$ cat src/aigs_pkg.sv
// shared types and constants for the and-inverter graph simulator
`timescale 1ns / 1ps

package aigs_pkg;

   localparam int TYPE_BITS = 2;
   localparam int ID_BITS   = 12;
   localparam int WORD_BITS = 64;

   typedef enum logic [TYPE_BITS-1:0] {
      KIND_LOAD = 2'd0,
      KIND_AND  = 2'd1,
      KIND_BUF  = 2'd2,
      KIND_READ = 2'd3
   } req_kind_type;

   // per-fanin source select for the evaluation stage
   typedef struct packed {
      logic a_zero;
      logic a_hit;
      logic b_zero;
      logic b_hit;
   } fanin_sel_type;

endpackage

$ cat src/aigs_eval.sv
// fanin select, forwarding, inversion and node function
`timescale 1ns / 1ps

module aigs_eval
   import aigs_pkg::*;
#(
   parameter int DW = 64
) (
   input  req_kind_type  kind,
   input  logic          a_invert,
   input  logic          b_invert,
   input  fanin_sel_type sel,
   input  logic [DW-1:0] rd_a,
   input  logic [DW-1:0] rd_b,
   input  logic [DW-1:0] fwd_word,
   input  logic [DW-1:0] load_word,
   output logic [DW-1:0] word
);

   logic [DW-1:0] a_word;
   logic [DW-1:0] b_word;

   always_comb begin
      if (sel.a_zero) begin
         a_word = '0;
      end else if (sel.a_hit) begin
         a_word = fwd_word;
      end else begin
         a_word = rd_a;
      end
      if (sel.b_zero) begin
         b_word = '0;
      end else if (sel.b_hit) begin
         b_word = fwd_word;
      end else begin
         b_word = rd_b;
      end
      a_word = a_word ^ {DW{a_invert}};
      b_word = b_word ^ {DW{b_invert}};
   end

   always_comb begin
      unique case (kind)
         KIND_LOAD: word = load_word;
         KIND_AND:  word = a_word & b_word;
         KIND_BUF:  word = a_word;
         KIND_READ: word = a_word;
         default:   word = a_word;
      endcase
   end

endmodule

$ cat config.mk
export PLATFORM = sky130hd
export DESIGN_NAME = aigs_eval
export DESIGN_NICKNAME = d
export VERILOG_FILES = /design/src/aigs_pkg.sv /design/src/aigs_eval.sv
export SDC_FILE = /design/constraint.sdc
export NUM_CORES = 1
export LEC_CHECK = 0
export ABC_AREA = 1
export ABC_CLOCK_PERIOD_IN_PS = 3900
export BUFFER_PORTS_ARGS = -buffer_cell sky130_fd_sc_hd__buf_4
export CAP_MARGIN = 20
export CORE_AREA = 2 2 129 131
export DETAILED_ROUTE_END_ITERATION = 8
export DIE_AREA = 0 0 131 133
export PLACE_DENSITY_LB_ADDON = 0.3
export SETUP_SLACK_MARGIN = 0.3
export SLEW_MARGIN = 20
export SYNTH_ARGS = -nofsm -noshare
export SYNTH_HDL_FRONTEND = slang
export SYNTH_SLANG_ARGS = --single-unit
$ cat constraint.sdc
create_clock -name vclk -period 3.9
set_clock_uncertainty 0.15 [all_clocks]
set_input_delay 0.78 -clock vclk [all_inputs]
set_output_delay 0.78 -clock vclk [all_outputs]
set_load 0.005 [all_outputs]
======== Word level (Yosys, flattened, before mapping) ========
Cells that the tools add are included.
word-level totals
  output and inout bits ................... 64
  logic and storage cells ................. 13
  bits in registers ....................... 0
  input port bits ......................... 264
operators by class
  eq/ne operators ......................... 3
  multiplexer cells ....................... 5
  bitwise gates (word level) .............. 3
  reduce and logical (&&, ||, !) cells .... 2
operators with widths
  kind                                                             count
  64-bit 2-to-1 mux                                                4
  64-bit one-hot mux with 3 select lines                           1
  64-bit XOR                                                       2
  64-bit AND                                                       1
  2-bit == test, second input constant                             2
  2-bit by 1-bit == test with 1-bit output, second input constant  1
  2-bit logical NOT                                                1
  2-bit OR reduction                                               1

======== Logic depth before layout (Yosys ltp) ========
Gate-level depths: netlist of run 1.
  word-level depth ........................ 5
  gate-level depth with buffers ........... 10
  depth with buffers taken out ............ 8

======== Worst setup path after synthesis of run 1 ========
No wires, ideal clock.
  kind .................................... input to output
  start ................................... in sel[2] in the netlist's numbering
  end ..................................... out word[56]
  data required time ...................... 2970 ps
  path buffers ............................ 3
  setup slack ............................. 1366 ps
  cell stages on the path ................. 9
  arrival time ............................ 1604 ps
  path through ............................ buf_2 buf_6 buf_6 nor2_1 nor2_1 nand2_1 xor2_1 nand2_1 nand2_1
between the ends
  longest elaborated chain between the ends .. 5
ends and longest elaborated chain
  what                                      line             source
  start, declared                           aigs_eval.sv:12  input fanin_sel_type sel,
  64-bit 2-to-1 mux *                       aigs_eval.sv:26  end else if (sel.a_hit) begin
  64-bit 2-to-1 mux *                       aigs_eval.sv:24  if (sel.a_zero) begin
  64-bit XOR *                              aigs_eval.sv:38  a_word = a_word ^ {DW{a_invert}};
  64-bit AND                                aigs_eval.sv:45  KIND_AND: word = a_word & b_word;
  64-bit one-hot mux with 3 select lines *  aigs_eval.sv:43  unique case (kind)
  end, declared                             aigs_eval.sv:17  output logic [DW-1:0] word
Mark *: on every way between the ends. The rest lies on a longest branch, timed or not.

======== Final worst setup path of run 1 ========
  start ................................... in a_invert
  end ..................................... out word[50]
between the ends
  longest elaborated chain between the ends .. 3
ends and longest elaborated chain
  what                                      line             source
  start, declared                           aigs_eval.sv:10  input logic a_invert,
  64-bit XOR *                              aigs_eval.sv:38
  64-bit AND                                aigs_eval.sv:45
  64-bit one-hot mux with 3 select lines *  aigs_eval.sv:43
Marks and branches as above.

==> results of run 1 <==
==> cell usage after synthesis <==
cell type and number:
clkbuf_1 14, xor2_1 57, inv_2 3, buf_4 6, nor2_1 129, nand3_1 199
inv_1 140, buf_6 4, buf_2 62, buf_1 16, nand2_1 782
==> per-layer routing <==
layer | vias to the layer above | track usage
met4 | 0 | 0.0496
met3 | 33 | 0.0190
met2 | 288 | 0.448
met5 | - | 0
met1 | 3825 | 0.324
li1 | 4691 | -
==> stage by stage <==
step	power, mW	setup WS (ns)
final	0.998	0.812
after global routing	1.12	0.594
after CTS	1.00	0.773
after detailed placement	0.998	0.779
after global placement	0.987	0.794
after floorplan	0.548	1.37
==> area by class of cell <==
cell class | count | share of cell area
Timing Repair Buffer | 349 | 0.324
Inverter | 143 | 0.0640
Multi-Input combinational cell | 1167 | 0.580
Tap cell | 220 | 0.0324
==> worst max-delay path by stage <==
| stage | start | end | slack, ns | cells after the start |
|---|---|---|---|---|
| after floorplan | sel[2] | word[56] | 1.37 | 9 |
| after global routing | sel[2] | word[50] | 0.59 | 10 |
| after detailed placement | a_invert | word[51] | 0.78 | 9 |
| after global placement | a_invert | word[51] | 0.79 | 9 |
| after CTS | a_invert | word[51] | 0.77 | 9 |
| final | a_invert | word[50] | 0.81 | 9 |
==> where the power goes <==
group | internal, mW | leakage [nW] | total, mW | switching [mW]
Sequential | 0 | 0 | 0 | 0
Clock | 0 | 0 | 0 | 0
Combinational | 0.486 | 5.40 | 0.998 | 0.512
==> cells by family (layout without fill, tap and decap cells) <==
| group | Yosys count | count (layout) | share of synthesized area |
|---|---|---|---|
| buffers and inverters | 245 | 492 | 0.176 |
| XOR/XNOR | 57 | 57 | 0.0837 |
| AND/OR/NAND/NOR | 1110 | 1110 | 0.740 |
==> worst max-delay path, stage by stage <==
cell	delay (ns)
buf_4	0.09
clkinv_2	0.40
buf_12	0.37
nand2_1	0.09
nand2_1	0.04
nor2_1	0.12
nand2_1	0.09
nand2_1	0.06
buf_4	0.10
==> run_results.csv, run 1 <==
group,metric,value,unit
cells_and_area,seq_cell_count,0,
worst_setup_path,worstSetupStartpointType,"input pin",
synth,synth_cell_types,11,
cells_and_area,nNetsFinal,1925,
synth,syn_inst,1412,
global_routing,grt_use_total,0.250,
drt,ant_nets,0,
global_routing,grt.overflow.total,0,
cells_and_area,regArea,0,sq um
cells_and_area,multi_input_area,0.00492,sq mm
cells_and_area,area_delta_synth_final,42.3,%
cells_and_area,stdcell_area,0.00849,sq mm
cells_and_area,layout_common_cells,"782 x nand2_1, 339 x buf_4, 199 x nand3_1, 138 x inv_1, 128 x nor2_1",
global_routing,antenna_found_initial,0,
sta,hold_slack,1.67,ns
hold_path,whs_endpoint,"word[25]",
cells_and_area,antennaDiodeCount,0,
power,p_leak,5.40,nW
hold_path,min_from,"load_word[25]",
cells_and_area,postLayoutCoreUtil,0.525,
clock_tree,cts_resized,0,
global_routing,grt_pass1_wl,36800,microns
worst_setup_path,cp.arrival,2.16,ns
sta,fin_tns_setup,0,ns
sta,maxSlewHeadroom,0.609,
sta,slew_violations,0,
worst_setup_path,worst_setup_path_end_kind,"output pin",
drt,routed_wl,22900,microns
floorplanning,rows,47,
power,power.density,118,mW/mm^2
power,ir_drop,62.9,uV
place,dp.cells,1879,
synth,synth.top_cells.by_area,"nand2_1 49%, nand3_1 17%, inv_1 8.8%",
synth,synth_nets,1676,
worst_setup_path,path_max_fanout,27,
synth,netlist_area,0.00596,sq mm
drt,route.met3.wl,1410,microns
sta,rsz0062_at_grt,"false",
floorplanning,core,0.0162,sq mm
sta,min_period,3.09,ns
floorplanning,die_h,133,microns
clock_tree,ctsHoldBuffers,0,
floorplanning,die_x,131,microns
cells_and_area,final_common_cell,"nand2_1",
global_routing,grt_max_degree,129,
synth,netlist.top_cell.by_area,"nand2_1",
drt,drt_iter0_drc,524,
floorplanning,start_util,0.369,
drt,wl_met1,9810,microns
synth,seq_area_frac_synth,0,
synth,ys_warn_count,0,
worst_setup_path,worstSetupPathType,"input pin to output pin",
global_routing,grt_pass1_vias,7799,
place,placed_area,0.00849,sq mm
drt,met2_length,11200,microns
hold_path,whs_path_depth,4,
sta,hold_viol,0,
sta,max_freq,324,MHz
sta,tightest_slew,0.586,ns
cells_and_area,nClkBuffers,0,
drt,drcViolationCount,0,
cells_and_area,final_cell_count_no_fill,1879,
flow_run,drv_cap,0,
floorplanning,die_area,0.0174,sq mm
place,gp_congestion,0.868,
sta,period_share,0.792,
hold_path,worst_hold_path_type,"input pin to output pin",
synth,avgSynthCellArea,4.22,sq um
drt,via_count,8837,
floorplanning,ios,328,
sta,setup_viol,0,
cells_and_area,nFillCells,1802,
clock_tree,postCtsSetupBuffers,0,
drt,wl_per_cell,12.2,microns
place,dp_hpwl,16600,microns
drt,top_layer_used,"met4",
drt,viasPerCell,4.70,
drt,dr.pass1.iters,5,
outcome,outcome,"finished clean",
place,port_buffers,328,
cells_and_area,drive_above_1_share,0.214,
worst_setup_path,worstPathRequired,2.97,ns
synth,synth_top_cell_area_share,0.492,
(Power assumes the default switching activity.)
==> inputs of run 2 (changes only) <==
--- a/config.mk
+++ b/config.mk
@@ -5,8 +5,8 @@
 export SDC_FILE = /design/constraint.sdc
 export NUM_CORES = 1
 export LEC_CHECK = 0
-export ABC_AREA = 1
-export ABC_CLOCK_PERIOD_IN_PS = 3900
+export ABC_AREA = 0
+export ABC_CLOCK_PERIOD_IN_PS = 2500
 export BUFFER_PORTS_ARGS = -buffer_cell sky130_fd_sc_hd__buf_4
 export CAP_MARGIN = 20
 export CORE_AREA = 2 2 129 131
==> constraint.sdc (replaced) <==
create_clock -name vclk -period 2.5
set_clock_uncertainty 0.15 [all_clocks]
set_input_delay 0.5 -clock vclk [all_inputs]
set_output_delay 0.5 -clock vclk [all_outputs]
set_load 0.005 [all_outputs]
==> run_results.csv, run 2 <==
group,metric,value,unit
worst_setup_path,cp.arrival,1.63,ns
sta,rsz0062_at_grt,"true",
drt,routed_wl,21800,microns
cells_and_area,final_common_cell,"buf_4",
cells_and_area,stdcell_area,0.00812,sq mm
place,dp_hpwl,14800,microns
synth,ys_warn_count,0,
drt,viasPerCell,5.17,
worst_setup_path,worst_setup_path_end_kind,"output pin",
power,p_leak,3.62,nW
synth,yosysMostFrequentCell,"mux2i_1",
cells_and_area,layout_common_cells,"330 x buf_4, 166 x mux2i_1, 66 x nor2_1, 64 x nand2_1, 64 x a21oi_1",
power,power.density,208,mW/mm^2
sta,max_freq,438,MHz
cells_and_area,area_delta_synth_final,60.4,%
power,ir_drop,86.5,uV
drt,ant_nets,0,
drt,dr.pass1.iters,5,
cells_and_area,drive_above_1_share,0.548,
synth,synthAdderAreaFrac,0,
synth,synthMuxAreaShare,0.380,
synth,netlist_area,0.00506,sq mm
floorplanning,ios,328,
cells_and_area,final_cell_count_no_fill,1159,
flow_run,drv_cap,0,
global_routing,grt_pass1_wl,30700,microns
sta,hold_slack,1.22,ns
sta,min_period,2.28,ns
synth,synth.top_cells.by_count,"192 x mux2i_1, 69 x nor2_1, 64 x a21oi_1, 64 x nand2_1, 64 x xnor2_1",
floorplanning,core,0.0162,sq mm
sta,maxSlewHeadroom,0.780,
clock_tree,ctsHoldBuffers,0,
sta,slew_violations,0,
synth,synth_nets,913,
place,pre_cts_ws,0.115,ns
cells_and_area,seq_cell_count,0,
global_routing,grt_max_degree,69,
synth,synth_cell_types,18,
worst_setup_path,path_max_fanout,8,
worst_setup_path,worstSetupPathType,"input pin to output pin",
global_routing,antenna_found_initial,1,
cells_and_area,multi_input_area,0.00468,sq mm
outcome,outcome,"finished clean",
cells_and_area,regArea,0,sq um
cells_and_area,nClkBuffers,0,
cells_and_area,postLayoutCoreUtil,0.502,
drt,wl_per_cell,18.8,microns
synth,yosys.area_share.xor_xnor,0.111,
hold_path,worst_hold_path_type,"input pin to output pin",
worst_setup_path,crit_start,"sel[2]",
place,gp_congestion,0.826,
synth,syn_inst,649,
hold_path,min_from,"load_word[60]",
floorplanning,rows,47,
drt,via_count,5989,
place,dp.cells,1145,
drt,drcViolationCount,0,
sta,setup_viol,0,
synth,synth_top_family_by_area,"multiplexers",
synth,seq_area_frac_synth,0,
sta,period_share,0.913,
synth,netlist.top_cell.by_area,"mux2i_1",
floorplanning,die_area,0.0174,sq mm
floorplanning,die_h,133,microns
sta,layout_setup_ws,0.218,ns
synth,avgSynthCellArea,7.80,sq um
cells_and_area,nFillCells,1556,
synth,synthSimpleGateAreaFrac,0.175,
place,placed_area,0.00757,sq mm
power,total_power,1.69,mW
global_routing,grt.overflow.total,0,
worst_setup_path,worstPathRequired,1.85,ns
drt,drt_iter0_drc,278,
floorplanning,die_x,131,microns
global_routing,grt_use_total,0.221,
synth,synth.top_cells.by_area,"mux2i_1 38%, a22oi_2 15%, xnor2_1 11%",
place,port_buffers,328,
sta,fin_tns_setup,0,ns
synth,synth_compound_area_frac,0.218,
sta,tightest_slew,0.330,ns
global_routing,grt_pass1_vias,5784,
floorplanning,start_util,0.313,
sta,hold_viol,0,
worst_setup_path,worstSetupStartpointType,"input pin",
synth,synth_top_cell_area_share,0.380,
cells_and_area,nNetsFinal,1204,
## run 2: changes by cell type after synthesis, moves of 57 or more
cell	previous run	this run
a21oi_1	0	64
a22oi_2	0	60
inv_1	140	0
mux2i_1	0	192
nand2_1	782	64
nand3_1	199	0
nor2_1	129	69
nor2_2	0	60
xnor2_1	0	64
xor2_1	57	0
## run 2: layer usage
metal  share of wire  vias up  routed length, microns  GRT usage
li1                -     2857                       -          -
met1            0.39     2806                    8490      0.265
met2            0.49      290                   10700      0.397
met3           0.094       36                    2050     0.0453
met4           0.026        0                     571     0.0526
met5               0        -                       0          0
## run 2: layout make-up
type	count	share of cell area
tap	220	0.0339
multi-input combinational	579	0.577
timing repair buffer	359	0.389
antenna	1	0.000308
## run 2: final timing paths
| path | to | slack [ns] | cells past startpoint |
|---|---|---|---|
| hold / removal | word[60] | 1.22 | 4 |
| setup / recovery | word[22] | 0.22 | 7 |
## run 2: what timing repair did
item	in CTS	in global routing
pin swaps	3	9
setup buffers	0	3
gates resized for setup	29	27
hold endpoints to repair	0	0
gates cloned	6	4
endpoints found under the setup margin	64	64
## run 2: critical path: stages
cell and delay [ns]:
buf_16 0.15, clkbuf_16 0.21, mux2i_4 0.24, nor2_2 0.05, xnor2_1 0.14, a22oi_2 0.19, buf_4 0.14
## run 2: where the power goes
part | total (mW) | leakage, nW | internal (mW) | switching (mW)
sequential | 0 | 0 | 0 | 0
combinational | 1.69 | 3.62 | 0.946 | 0.744
clock | 0.0000000535 | 0.00000634 | 0.0000000535 | 0
total | 1.69 | 3.62 | 0.946 | 0.744
## run 2: logic make-up after synthesis
group / count (synthesis)
multiplexers: 192
XOR/XNOR: 64
buffers and inverters: 70
AO/OA/AOI/OAI: 128
AND/OR/NAND/NOR: 195
